File: config.mk
export PLATFORM = sky130hd
export DESIGN_NAME = length_prefixed_message_batcher_core_flat
export DESIGN_NICKNAME = d
export VERILOG_FILES = /design/src/sv/lpmb_pkg.sv /design/src/sv/lpmb_in_if.sv /design/src/sv/lpmb_out_if.sv /design/src/sv/length_prefixed_message_batcher_core.sv /design/src/flat_wrapper.sv
export SDC_FILE = /design/constraint.sdc
export NUM_CORES = 1
export LEC_CHECK = 0
export BUFFER_PORTS_ARGS = -buffer_cell sky130_fd_sc_hd__buf_2
export CAP_MARGIN = 5
export CORE_MARGIN = 2
export CORE_UTILIZATION = 45
export DETAILED_ROUTE_END_ITERATION = 7
export GPL_TIMING_DRIVEN = 0
export HOLD_SLACK_MARGIN = 0.02
export RECOVER_POWER = 100
export REMOVE_ABC_BUFFERS = 1
export SETUP_SLACK_MARGIN = 0.1
export SKIP_CTS_REPAIR_TIMING = 1
export SLEW_MARGIN = 20
export SYNTH_ARGS = -nofsm -noshare
export SYNTH_HDL_FRONTEND = slang
export SYNTH_SLANG_ARGS = --single-unit
File: constraint.sdc
create_clock -name clk -period 18.3 [get_ports clk]
set_clock_uncertainty 0.2 [all_clocks]
set_input_delay 2.745 -clock clk [delete_from_list [all_inputs] [get_ports clk]]
set_output_delay 2.745 -clock clk [all_outputs]
set_load 0.01 [all_outputs]
File: src/sv/lpmb_pkg.sv
// ----------------------------------------------------------------------------
// lpmb_pkg: shared types and constants of the message batcher
// Payload structs of the input and result channels, opcodes, result kinds
// and the width constants fixed by the batch format.
// ----------------------------------------------------------------------------
package lpmb_pkg;

  // batch format
  localparam int unsigned PREFIX_BYTES  = 4;
  localparam int unsigned LEN_W         = 16;
  localparam int unsigned BYTE_W        = 8;
  localparam int unsigned MSGS_W        = 14;
  localparam int unsigned LIMIT_RESET   = 1400;
  localparam logic [BYTE_W-1:0] BYTE_MASK = 8'hFF;

  // input opcodes
  localparam logic OP_DATA  = 1'b0;
  localparam logic OP_FLUSH = 1'b1;

  // result kinds
  localparam logic [1:0] KIND_BYTE  = 2'd0;
  localparam logic [1:0] KIND_CLOSE = 2'd1;
  localparam logic [1:0] KIND_DROP  = 2'd2;

  // one input transaction
  typedef struct packed {
    logic              opcode;
    logic [BYTE_W-1:0] data_byte;
    logic [LEN_W-1:0]  msg_len;
  } in_item_t;

  // one result transaction
  typedef struct packed {
    logic [1:0]        kind;
    logic [BYTE_W-1:0] out_byte;
    logic [MSGS_W-1:0] batch_msgs;
    logic [LEN_W-1:0]  batch_bytes;
    logic              last;
  } out_item_t;

endpackage

File: src/sv/lpmb_in_if.sv
// ----------------------------------------------------------------------------
// lpmb_in_if: message byte / flush channel
// Valid/ready channel carrying one input transaction of the batcher.
// ----------------------------------------------------------------------------
interface lpmb_in_if;
  import lpmb_pkg::*;

  logic     valid;
  logic     ready;
  in_item_t payload;

  modport source (output valid, output payload, input ready);
  modport sink   (input valid, input payload, output ready);
endinterface

File: src/sv/lpmb_out_if.sv
// ----------------------------------------------------------------------------
// lpmb_out_if: batch stream result channel
// Valid/ready channel carrying one result transaction of the batcher.
// ----------------------------------------------------------------------------
interface lpmb_out_if;
  import lpmb_pkg::*;

  logic      valid;
  logic      ready;
  out_item_t payload;

  modport source (output valid, output payload, input ready);
  modport sink   (input valid, input payload, output ready);
endinterface

File: src/sv/length_prefixed_message_batcher_core.sv
// ----------------------------------------------------------------------------
// length_prefixed_message_batcher_core: packs message bytes into batches
// Takes one message byte or flush per transaction and emits the batch stream
// (length prefix, reserved bytes, data), batch-close and drop reports.
// ----------------------------------------------------------------------------
// A continuation byte's single result (none while dropping) is presented the
// next cycle; the next byte can be taken with it. A message's first byte
// yields five results (two length bytes, two reserved zeros, the data byte),
// or a drop report if it exceeds the limit, plus a close report if it closes
// the open batch. Results leave one per cycle while batch_out is ready; input
// waits until an item's last result (up to six) is taken. A flush yields at
// most one close report. The user must write batch_limit (reset value 1400)
// through cfg_wr_en/cfg_wr_data while idle; the block does not enforce it.
module length_prefixed_message_batcher_core (
  input  logic                        clk,
  input  logic                        rst,
  input  logic                        cfg_wr_en,
  input  logic [lpmb_pkg::LEN_W-1:0]  cfg_wr_data,
  lpmb_in_if.sink                     msg_in,
  lpmb_out_if.source                  batch_out
);
  import lpmb_pkg::*;

  // what follows the optional close report of an item
  typedef enum logic [3:0] {
    BODY_NONE = 4'b0001,
    BODY_DROP = 4'b0010,
    BODY_DATA = 4'b0100,
    BODY_MSG  = 4'b1000
  } body_t;

  // batch state
  logic [LEN_W-1:0]  batch_limit;
  logic [LEN_W-1:0]  bytes_used, bytes_used_next;
  logic [MSGS_W-1:0] msg_count, msg_count_next;
  logic [LEN_W-1:0]  bytes_left, bytes_left_next;
  logic              dropping, dropping_next;

  // result register of the item being delivered
  logic              pend_valid;
  logic [2:0]        pos;
  logic              pend_close;
  body_t             pend_body;
  logic [MSGS_W-1:0] pend_msgs;
  logic [LEN_W-1:0]  pend_bytes;
  logic [LEN_W-1:0]  pend_len;
  logic [BYTE_W-1:0] pend_data;

  // decode of the incoming item
  logic              close_now;
  body_t             body_now;
  logic [LEN_W-1:0]  len_eff;
  logic [LEN_W:0]    need;
  logic [LEN_W+1:0]  fill;
  logic              accept, take, done;
  logic [2:0]        n_results, body_pos;
  out_item_t         res;

  // state update for an accepted transaction
  always_comb begin
    bytes_used_next = bytes_used;
    msg_count_next  = msg_count;
    bytes_left_next = bytes_left;
    dropping_next   = dropping;
    close_now       = 1'b0;
    body_now        = BODY_NONE;
    len_eff         = (msg_in.payload.msg_len == '0) ? LEN_W'(1) : msg_in.payload.msg_len;
    need            = (LEN_W+1)'(PREFIX_BYTES) + {1'b0, len_eff};
    fill            = {2'b00, bytes_used} + {1'b0, need};
    if (msg_in.payload.opcode == OP_FLUSH) begin
      if (bytes_left == '0 && msg_count != '0) begin
        close_now       = 1'b1;
        bytes_used_next = '0;
        msg_count_next  = '0;
      end
    end else if (bytes_left != '0) begin
      if (!dropping) begin
        body_now = BODY_DATA;
      end
      bytes_left_next = bytes_left - LEN_W'(1);
      if (bytes_left_next == '0) begin
        dropping_next = 1'b0;
      end
    end else begin
      // message start
      if (fill > {2'b00, batch_limit} && msg_count != '0) begin
        close_now       = 1'b1;
        bytes_used_next = '0;
        msg_count_next  = '0;
      end
      bytes_left_next = len_eff - LEN_W'(1);
      if (need > {1'b0, batch_limit}) begin
        body_now      = BODY_DROP;
        dropping_next = (bytes_left_next != '0);
      end else begin
        body_now        = BODY_MSG;
        bytes_used_next = bytes_used_next + need[LEN_W-1:0];
        msg_count_next  = msg_count_next + MSGS_W'(1);
        dropping_next   = 1'b0;
      end
    end
  end

  // result sequencing
  always_comb begin
    case (pend_body)
      BODY_NONE: n_results = {2'b00, pend_close};
      BODY_DROP: n_results = 3'd1 + {2'b00, pend_close};
      BODY_DATA: n_results = 3'd1 + {2'b00, pend_close};
      BODY_MSG:  n_results = 3'd5 + {2'b00, pend_close};
      default:   n_results = {2'b00, pend_close};
    endcase
    body_pos = pos - {2'b00, pend_close};
  end

  // result payload selection
  always_comb begin
    res = '0;
    if (pend_close && pos == '0) begin
      res.kind        = KIND_CLOSE;
      res.batch_msgs  = pend_msgs;
      res.batch_bytes = pend_bytes;
    end else begin
      case (pend_body)
        BODY_DROP: res.kind = KIND_DROP;
        BODY_DATA: begin
          res.kind     = KIND_BYTE;
          res.out_byte = pend_data;
        end
        BODY_MSG: begin
          res.kind = KIND_BYTE;
          case (body_pos)
            3'd0:    res.out_byte = pend_len[LEN_W-1:BYTE_W] & BYTE_MASK;
            3'd1:    res.out_byte = pend_len[BYTE_W-1:0] & BYTE_MASK;
            3'd2:    res.out_byte = '0;
            3'd3:    res.out_byte = '0;
            default: res.out_byte = pend_data;
          endcase
        end
        default: res.kind = KIND_BYTE;
      endcase
    end
    res.last = (pos == n_results - 3'd1);
  end

  // handshakes
  assign batch_out.valid   = pend_valid;
  assign batch_out.payload = res;
  assign take              = pend_valid && batch_out.ready;
  assign done              = take && res.last;
  assign msg_in.ready      = !pend_valid || done;
  assign accept            = msg_in.valid && msg_in.ready;

  // configuration register
  always_ff @(posedge clk) begin
    if (rst) begin
      batch_limit <= LEN_W'(LIMIT_RESET);
    end else if (cfg_wr_en) begin
      batch_limit <= cfg_wr_data;
    end
  end

  // batch state and result control
  always_ff @(posedge clk) begin
    if (rst) begin
      bytes_used <= '0;
      msg_count  <= '0;
      bytes_left <= '0;
      dropping   <= 1'b0;
      pend_valid <= 1'b0;
      pos        <= '0;
    end else begin
      if (accept) begin
        bytes_used <= bytes_used_next;
        msg_count  <= msg_count_next;
        bytes_left <= bytes_left_next;
        dropping   <= dropping_next;
        pend_valid <= close_now || (body_now != BODY_NONE);
        pos        <= '0;
      end else if (done) begin
        pend_valid <= 1'b0;
      end else if (take) begin
        pos <= pos + 3'd1;
      end
    end
  end

  // result register payload
  always_ff @(posedge clk) begin
    if (accept) begin
      pend_close <= close_now;
      pend_body  <= body_now;
      pend_msgs  <= msg_count;
      pend_bytes <= bytes_used;
      pend_len   <= len_eff;
      pend_data  <= msg_in.payload.data_byte;
    end
  end

endmodule
File: src/flat_wrapper.sv
// flat-port wrapper written by rule: the top's interface ports become plain ports
module length_prefixed_message_batcher_core_flat import lpmb_pkg::*;
  (clk, rst, cfg_wr_en, cfg_wr_data, msg_in_valid, msg_in_payload, msg_in_ready, batch_out_valid, batch_out_payload, batch_out_ready);
  lpmb_in_if msg_in_i ();
  lpmb_out_if batch_out_i ();
  input  logic clk;
  input  logic rst;
  input  logic cfg_wr_en;
  input  logic [lpmb_pkg::LEN_W-1:0] cfg_wr_data;
  input wire logic [$bits(msg_in_i.valid)-1:0] msg_in_valid;
  input wire logic [$bits(msg_in_i.payload)-1:0] msg_in_payload;
  output wire logic [$bits(msg_in_i.ready)-1:0] msg_in_ready;
  output wire logic [$bits(batch_out_i.valid)-1:0] batch_out_valid;
  output wire logic [$bits(batch_out_i.payload)-1:0] batch_out_payload;
  input wire logic [$bits(batch_out_i.ready)-1:0] batch_out_ready;
  assign msg_in_i.valid = msg_in_valid;
  assign msg_in_i.payload = msg_in_payload;
  assign msg_in_ready = msg_in_i.ready;
  assign batch_out_valid = batch_out_i.valid;
  assign batch_out_payload = batch_out_i.payload;
  assign batch_out_i.ready = batch_out_ready;
  length_prefixed_message_batcher_core u_core (.clk(clk), .rst(rst), .cfg_wr_en(cfg_wr_en), .cfg_wr_data(cfg_wr_data), .msg_in(msg_in_i), .batch_out(batch_out_i));
endmodule
# Yosys cells after proc, flatten, opt, wreduce, memory -nomap -nowiden
# Index checks and enable logic that the tools add are counted.
word_totals:
  reg_bits: 126
  in_bits: 46
  out_inout_bits: 43
  word_cells: 100
classes:
  add_sub_neg: 11
  order_cmp: 2
  eq_ne: 11
  muxes: 36
  bitwise_logic: 2
  reduce_logical: 25
ops:
  columns: ["cell", "n"]
  rows:
  - ["2-to-1 mux 16 bit", 9]
  - ["2-to-1 mux 14 bit", 7]
  - ["logical NOT 16 bit", 3]
  - ["nonzero test 16 bit", 2]
  - ["subtractor 16 x 1 -> 16 bit, second input constant", 2]
  - ["2-to-1 mux 30 bit", 1]
  - ["case mux 8 bit (3 select lines)", 1]
  - ["adder 16 x 17 -> 18 bit", 1]
  - ["greater-than comparator 18 x 16 -> 1 bit", 1]
  - ["adder 3 x 16 -> 17 bit, first input constant", 1]
  - ["greater-than comparator 17 x 16 -> 1 bit", 1]
  - ["adder 16 bit", 1]
  - ["case mux 8 bit (2 select lines)", 1]
  - ["adder 14 x 1 -> 14 bit, second input constant", 1]
  - ["nonzero test 14 bit", 1]
  - ["2-to-1 mux 4 bit", 3]
  - ["2-to-1 mux 1 bit", 9]
  - ["2-to-1 mux 8 bit", 1]
  - ["== test 3 x 2 -> 1 bit, second input constant", 2]
  - ["logical AND 1 bit", 6]
  - ["logical NOT 3 bit", 2]
  - ["case mux 3 bit (2 select lines)", 1]
  - ["AND reduction 3 bit", 2]
  - ["OR reduction 2 bit", 3]
  - ["other kinds (20)", 25]

# Depth between registers and ports, before layout
# Gate-level depths: netlist of the first run.
depth:
  depth_word: 13
  depth_mapped: 39
  ltp_nobuf: 37

# Worst setup path before layout of the first run
# Ideal clock, no wire load.
synth_timing:
  path_kind: "in2reg"
  startpoint: "input port msg_in_payload[7]"
  endpoint: "register u_core.bytes_used[15]"
  setup_ns: 0.073
  arrival_ns: 10.685
  required_time_ns: 18.027
  slack_ns: 7.342
  stages: 33
  n_path_buf: 3
  path_cell_list: "clkbuf_1 -> or3_1 -> or3_1 -> nor4_1 -> nand2b_1 -> ha_1 -> a21o_1 -> a221oi_1 -> a21oi_1 -> o41ai_2 -> nand2_1 -> a21o_1 -> a21oi_1 -> xnor2_1 -> ha_1 -> a21oi_1 -> o21ai_0 -> a2111oi_0 -> o211a_1 -> nor3_1 -> clkbuf_1 -> clkbuf_1 -> nor2b_1 -> ha_1 -> and3_1 -> a2111oi_1 -> a311o_1 -> nand3_1 -> a31o_2 -> a21oi_1 -> xnor2_1 -> a2111o_1 -> o211ai_2"
synth_via:
  elab_chain_cells: 13
  word_cells_on_any_way: 14
  classes_between: "add/sub: 3; order compare: 2; mux: 7; reduce/logical: 2"
synth_rtl:
  columns: ["element", "line_no", "source"]
  rows:
  - ["from (decl)", "flat_wrapper.sv:11", "input wire logic [$bits(msg_in_i.payload)-1:0] msg_in_payload;"]
  - ["logical NOT 16 bit", "length_prefixed_message_batcher_core.sv:67", "len_eff = (msg_in.payload.msg_len == '0) ? LEN_W'(1) : msg_in.payload.msg_len;"]
  - ["2-to-1 mux 16 bit *", "length_prefixed_message_batcher_core.sv:67", null]
  - ["adder 3 x 16 -> 17 bit *", "length_prefixed_message_batcher_core.sv:68", "need = (LEN_W+1)'(PREFIX_BYTES) + {1'b0, len_eff};"]
  - ["adder 16 x 17 -> 18 bit", "length_prefixed_message_batcher_core.sv:69", "fill = {2'b00, bytes_used} + {1'b0, need};"]
  - ["greater-than comparator 18 x 16 -> 1 bit", "length_prefixed_message_batcher_core.sv:86", "if (fill > {2'b00, batch_limit} && msg_count != '0) begin"]
  - ["logical AND 1 bit", "length_prefixed_message_batcher_core.sv:86", null]
  - ["2-to-1 mux 16 bit", "length_prefixed_message_batcher_core.sv:86", null]
  - ["2-to-1 mux 16 bit", "length_prefixed_message_batcher_core.sv:76", "end else if (bytes_left != '0) begin"]
  - ["2-to-1 mux 16 bit", "length_prefixed_message_batcher_core.sv:70", "if (msg_in.payload.opcode == OP_FLUSH) begin"]
  - ["adder 16 bit", "length_prefixed_message_batcher_core.sv:97", "bytes_used_next = bytes_used_next + need[LEN_W-1:0];"]
  - ["2-to-1 mux 16 bit *", "length_prefixed_message_batcher_core.sv:92", "if (need > {1'b0, batch_limit}) begin"]
  - ["2-to-1 mux 16 bit *", "length_prefixed_message_batcher_core.sv:76", null]
  - ["2-to-1 mux 16 bit *", "length_prefixed_message_batcher_core.sv:70", null]
  - ["to (signal assigned)", "length_prefixed_message_batcher_core.sv:174", "bytes_used <= bytes_used_next;"]
  - ["to (decl)", "length_prefixed_message_batcher_core.sv:34", "logic [LEN_W-1:0] bytes_used, bytes_used_next;"]
# Every way passes the cells marked *; elsewhere a longest branch is shown, timed or not. The select of a mux whose other input is x is not followed.
# A chain may end at the register's enable or synchronous reset.

# Final worst setup path of the first run
# Same ends and word-level chain as after synthesis.

==> flow_summary.json, run 1 <==
{
  "status": "finished with violations",
  "violations": "capacitance limit, slew limit",
  "instances_no_fill": 1258,
  "yosysTopAreaCell": "edfxtp_1",
  "rsz0062_at_grt": "false",
  "drcViolationCount": 0,
  "cts_root_buf": "clkbuf_16",
  "worstPathMaxFanout": 8,
  "hold_violations": 0,
  "clkSlewWorstSetupHoldPaths_ps": 60,
  "critPathMaxStageDelay_ps": 1330,
  "relSlewSlack_pct": -35.40,
  "arrival_ps": 13010,
  "finalSetupTns_ps": 0,
  "gp_congestion": 0.9321,
  "min_path_type": "reg2reg",
  "synth_warnings": 0,
  "swShare_pct": 32.52,
  "grt_max_degree": 37,
  "reg2reg_from": "u_core.bytes_used[0]",
  "cpLargestDelayFamily": "compound AO/OA/AOI/OAI gates",
  "power_uw": 957.0,
  "cts.sinks": 126,
  "cts_tree": "done",
  "drtIter0Drc": 462,
  "syn_to_final_growth_pct": 12.77,
  "start_kind": "input port",
  "crit_buf_inv": 1,
  "cts_buffers": 17,
  "die_y_um": 142.3,
  "rows": 50,
  "antenna_cells": 0,
  "dp_hpwl_um": 15860,
  "ir_worst_vdd_mv": 0.06515,
  "critPathSlowestCell": "a2111oi_0",
  "viasPerCell": 5.579,
  "p_clk_share_pct": 36.5,
  "critPathKind": "in2reg",
  "drive_above_1_share_pct": 10.55,
  "grt_pass1_vias": 6568,
  "p_int_uw": 645.7,
  "num-nets-final": 1135,
  "synth_common_cells": "77 x nor2_1, 76 x ha_1, 67 x dfxtp_1, 59 x edfxtp_1, 57 x nand2_1",
  "drt_first_pass_iters": 5,
  "p_leak_uw": 0.004003,
  "fin_crit_ps": 12870,
  "syn_avg_cell_area_um2": 9.066,
  "antenna_found_initial": 0,
  "cp.required_ps": 18450,
  "synth-seq-area-share_pct": 36.18,
  "gr-total-overflow": 0,
  "clk_latency_ps": 430,
  "cts_max_level": 4,
  "synthArstFlopShare_pct": 0,
  "grt_pass1_wl_um": 34420,
  "initial_core_util_pct": 45.99,
  "synth.most_common_cell": "nor2_1",
  "wire_per_inst_um": 16.61,
  "synth_edf_count": 59,
  "fp.dieW_um": 142.3,
  "hold_path.startpoint": "u_core.dropping",
  "power_frac_comb_pct": 27.6,
  "io_pins": 89,
  "vias": 7019,
  "pwr-share-seq_pct": 35.9,
  "synth-main-ff-cell": "dfxtp_1",
  "netlist_top_cells_area": "edfxtp_1 21%, dfxtp_1 16%, ha_1 11%",
  "finalMaxSlewViolations": 78,
  "max_freq_ghz": 0.07772,
  "place_inst": 1226,
  "io_buffers": 88,
  "dieArea_um2": 20240,
  "drtAntennaViolNets": 0,
  "track_usage_pct": 21.58,
  "cp-end-kind": "flop",
  "netlist_instances": 949,
  "startpoint": "msg_in_payload[7]",
  "core_um2": 18710,
  "post-route-period-util_pct": 70.31,
  "power_density_nw_per_um2": 98.64,
  "synth.distinct_cells": 75,
  "setup_viol": 0,
  "netlist_area_um2": 8603,
  "ys_ff_latch": 126,
  "max-cap-violations": 3,
  "drt_wl_total_um": 20890,
  "cts_buffer_depth": 2,
  "tightest_slew_ps": 2031,
  "p_sw_uw": 311.3,
  "yosys.area.top_type_share_pct": 20.59
}
## flip-flops by register name, summed over array words and instances, names as in the netlist
signal and count:
u_core.pend_len 16, u_core.pend_bytes 16, u_core.batch_limit 16, u_core.bytes_left 16, u_core.msg_count 14, u_core.pos 3
u_core.dropping 1, u_core.pend_close 1, u_core.bytes_used 16, u_core.batch_out.valid 1, u_core.pend_msgs 14, u_core.pend_data 8
u_core.pend_body 4
## per-stage QoR
step	util [%]	setup WS [ps]	instance area, um2	hold WS, ps
2_1_floorplan	-	6928	8387	236.7
3_5_place_dp	49.38	5982	9236	278.2
5_1_grt	51.87	4723	9702	306.5
3_3_place_gp	48.76	4076	9120	267.0
4_1_cts	52.62	6371	9842	285.8
6_report	51.87	5433	9702	282.9
## final cells by class
class / instances / area, um2
fillers: 1773 / 9004
multi-input cells: 718 / 5057
flip-flops and latches: 126 / 3113
clock buffers: 19 / 442.9
repair buffers: 94 / 429.2
well taps: 234 / 292.8
inverters: 54 / 203.9
clock inverters: 13 / 162.7
## cells in the final DEF (no fill, tap or decap), types with 5 or more instances in the layout
| cell | count |
|---|---|
| nor2_1 | 76 |
| ha_1 | 76 |
| dfxtp_1 | 67 |
| edfxtp_1 | 59 |
| nand2_1 | 57 |
| inv_1 | 53 |
| a21oi_1 | 52 |
| xnor2_1 | 51 |
| clkbuf_1 | 46 |
| buf_2 | 46 |
| o21ai_0 | 34 |
| nor3_1 | 28 |
| nor2b_1 | 25 |
| nand3_1 | 25 |
| and2_1 | 19 |
| mux2i_1 | 18 |
| a21o_1 | 17 |
| clkbuf_16 | 17 |
| a22o_1 | 16 |
| nor4_1 | 15 |
| and3_1 | 15 |
| nand4_1 | 15 |
| xor2_1 | 15 |
| o211ai_1 | 15 |
| and2_0 | 15 |
| or3_1 | 12 |
| a22oi_1 | 10 |
| mux2_2 | 9 |
| o21a_1 | 8 |
| nand2b_1 | 8 |
| or4_1 | 7 |
| a211oi_1 | 7 |
| a31oi_1 | 6 |
| or2_2 | 5 |
## worst paths after layout
path | cells after the start | end | slack [ps]
setup / recovery | 32 | u_core.bytes_used[15] | 5430
setup reg to reg | 28 | u_core.bytes_used[15] | 9090
hold / removal | 2 | u_core.dropping | 280
hold reg to reg | 2 | u_core.dropping | 280
## kinds of logic after synthesis
group	Yosys count	share of synthesized area, %
multiplexers	27	3.272
adder cells (fa/ha/maj)	78	11.52
AND/OR/NAND/NOR	345	21.31
buffers and inverters	105	4.872
flip-flops	126	36.18
XOR/XNOR	66	6.719
AO/OA/AOI/OAI	202	16.13
## power groups by stage
stage	logic [uW]	registers [uW]	clock network (uW)
2_1_floorplan	191	343	0
3_3_place_gp	258	348	0
3_5_place_dp	267	348	0
4_1_cts	270	342	354
5_1_grt	297	346	367
6_report	264	343	350
## routing by layer
layer  vias up  GRT usage, %  share of wire, %
met1      3267         30.27                49
met5         -             0             0.053
met2       149         34.27                45
li1       3571             -                 -
met3        30         2.826               3.9
met4         2         7.579               1.9
## tightest hold or removal path: stages, from the launching register on
cell	delay, ps
dfxtp_1	330
nand2_1	60
a21oi_1	50
(Power assumes the default switching activity.)
==> inputs of run 2 (changes only) <==
ABC_AREA = 1   (was not set)
clock period = 13.3 ns   (was 18.3 ns; I/O delays follow)
==> flow_summary.json, run 2 <==
{
  "netlist_top_cells_area": "edfxtp_1 19%, dfxtp_1 14%, ha_1 10%",
  "whs_endpoint": "u_core.pend_bytes[2]",
  "track_usage_pct": 22.27,
  "p_sw_uw": 386.7,
  "violations": "capacitance limit, slew limit",
  "hold_path.startpoint": "u_core.bytes_used[2]",
  "synth.distinct_cells": 59,
  "finalSetupTns_ps": 0,
  "cp.required_ps": 13290,
  "critPathSlowestCell": "inv_1",
  "synthArstFlopShare_pct": 0,
  "antenna_cells": 0,
  "synth_edf_count": 59,
  "synth-seq-area-share_pct": 33.24,
  "final_common_cell": "nand2_1",
  "reg2reg_slack_ps": 5000,
  "cts_root_buf": "clkbuf_16",
  "timing.rr.end": "u_core.bytes_used[12]",
  "initial_core_util_pct": 46.14,
  "crit_top_cell": "nand2_1",
  "rsz0062_at_grt": "false",
  "viasPerCell": 5.205,
  "tightest_slew_ps": 2678,
  "synth_common_cells": "233 x nand2_1, 177 x inv_1, 145 x nor2_1, 102 x a21oi_1, 76 x ha_1",
  "cp-end-kind": "flop",
  "cts_tree": "done",
  "final_cell_mix": "240 x nand2_1, 178 x inv_1, 146 x nor2_1",
  "max_freq_ghz": 0.1007,
  "io_pins": 89,
  "cts_buffer_depth": 2,
  "clkSlewWorstSetupHoldPaths_ps": 60,
  "drcViolationCount": 0,
  "grt_pass1_wl_um": 38920,
  "drtIter0Drc": 570,
  "arrival_ps": 9930,
  "critPathKind": "in2reg",
  "start_kind": "input port",
  "fp.dieW_um": 148.3,
  "grt_pass1_vias": 7685,
  "critPathMaxStageDelay_ps": 810,
  "worst_r2r_path_depth": 21,
  "min_path_type": "reg2reg",
  "p_leak_uw": 0.004565,
  "syn_to_final_growth_pct": 10.10,
  "antenna_found_initial": 0,
  "wire_per_inst_um": 14.91,
  "reg2reg_from": "u_core.pend_body[1]",
  "drive_above_1_share_pct": 7.472,
  "cts_max_level": 4,
  "fin_ws_ps": 3367,
  "worstPathMaxFanout": 23,
  "power_frac_comb_pct": 22.1,
  "nFillCells": 2109,
  "hold_violations": 0,
  "die_y_um": 148.3,
  "power_uw": 1204,
  "gr-total-overflow": 0,
  "rows": 52,
  "power_density_nw_per_um2": 116.8,
  "startpoint": "msg_in_payload[1]",
  "ys_ff_latch": 126,
  "netlist_area_um2": 9366,
  "num-nets-final": 1436,
  "ir_worst_vdd_mv": 0.07699,
  "hold_depth": 0,
  "grt_max_degree": 62,
  "dieArea_um2": 21980,
  "dp_hpwl_um": 17620,
  "clk_latency_ps": 430,
  "whs_ps": 298.6,
  "pwr-share-seq_pct": 37.0,
  "yosys.area.top_type_share_pct": 18.92,
  "setup_viol": 0,
  "cts.sinks": 126,
  "drt_wl_total_um": 23780,
  "syn_avg_cell_area_um2": 7.511,
  "yosysTopAreaCell": "edfxtp_1",
  "status": "finished with violations",
  "post-route-period-util_pct": 74.68,
  "synth.most_common_cell": "nand2_1",
  "drt_first_pass_iters": 5,
  "p_int_uw": 817.7,
  "dp_slack_ps": 3645,
  "vias": 8302,
  "swShare_pct": 32.11,
  "synth_warnings": 0,
  "fin_crit_ps": 9933,
  "max-cap-violations": 3,
  "p_clk_share_pct": 40.9,
  "relSlewSlack_pct": -79.50,
  "synth-main-ff-cell": "dfxtp_1",
  "gp_congestion": 0.9422,
  "netlist_instances": 1247,
  "cts_buffers": 17,
  "drtAntennaViolNets": 0,
  "core_um2": 20300,
  "finalMaxSlewViolations": 143,
  "io_buffers": 88
}
-- run 2: cell count changes in the layout (fill, tap and decap cells not counted), sizes merged, moves of 18 or more --
| cell | delta |
|---|---|
| a21oi | +51 |
| and2 | -34 |
| buf | -18 |
| inv | +135 |
| mux2i | -18 |
| nand2 | +186 |
| nand3 | +38 |
| nor2 | +74 |
| nor2b | -25 |
| o21ai | +21 |
| xnor2 | -33 |
| xor2 | +31 |
-- run 2: power by group through the flow --
stage               sequential, uW  clock [uW]  combinational (uW)
global placement               453           0                 268
floorplan                      449           0                 195
CTS                            445         499                 272
detailed placement             453           0                 270
finish                         446         493                 266
global route                   449         516                 302
-- run 2: logic make-up (layout without fill, tap and decap cells) --
group           Yosys count  after routing  synth area share, %
fa+ha+maj                78             78                10.58
buf+inv                 230            308                10.70
simple gates            529            529                25.65
xor+xnor                 64             64                6.065
flops                   126            126                33.24
compound gates          220            220                13.77
-- run 2: critical path, delay by kind of cell --
family | cells | cell delay [ps]
simple gates | 23 | 2730
compound gates | 8 | 1780
buf+inv | 3 | 1520
fa+ha+maj | 3 | 1090
xor+xnor | 3 | 780
-- run 2: worst max-delay path by stage --
| stage | slack, ps | end | cells after the start |
|---|---|---|---|
| after floorplan | 5620 | u_core.bytes_used[13] | 41 |
| after global placement | 3750 | u_core.bytes_used[13] | 40 |
| after detailed placement | 3640 | u_core.bytes_used[13] | 40 |
| after CTS | 4070 | u_core.bytes_used[13] | 40 |
| after global routing | 2710 | u_core.bytes_used[13] | 40 |
| final | 3370 | u_core.bytes_used[13] | 40 |
-- run 2: metrics by stage --
| stage | utilization [%] | cell area, um2 | instances |
|---|---|---|---|
| after floorplan | - | 9075 | 1205 |
| after detailed placement | 48.56 | 9858 | 1563 |
| final | 50.80 | 10310 | 1595 |
| after CTS | 51.58 | 10470 | 1595 |
| after global routing | 50.80 | 10310 | 1595 |
| after global placement | 48.54 | 9853 | 1563 |
-- run 2: routing by layer --
metal	global-route usage [%]	up-vias	wire, um
met1	30.63	3795	11350
met2	35.76	199	10770
met4	6.762	0	452
met5	0	-	0
li1	-	4276	-
met3	4.110	32	1210
-- run 2: cell type report --
class	instances	area [um2]	share of cell area, %
Clock buffer	18	429.2	4.162
Tap cell	270	337.8	3.276
Timing Repair Buffer	88	369.1	3.579
Clock inverter	14	182.7	1.771
Multi-Input combinational cell	891	5172	50.16
Inverter	188	708.2	6.867
Sequential cell	126	3113	30.19
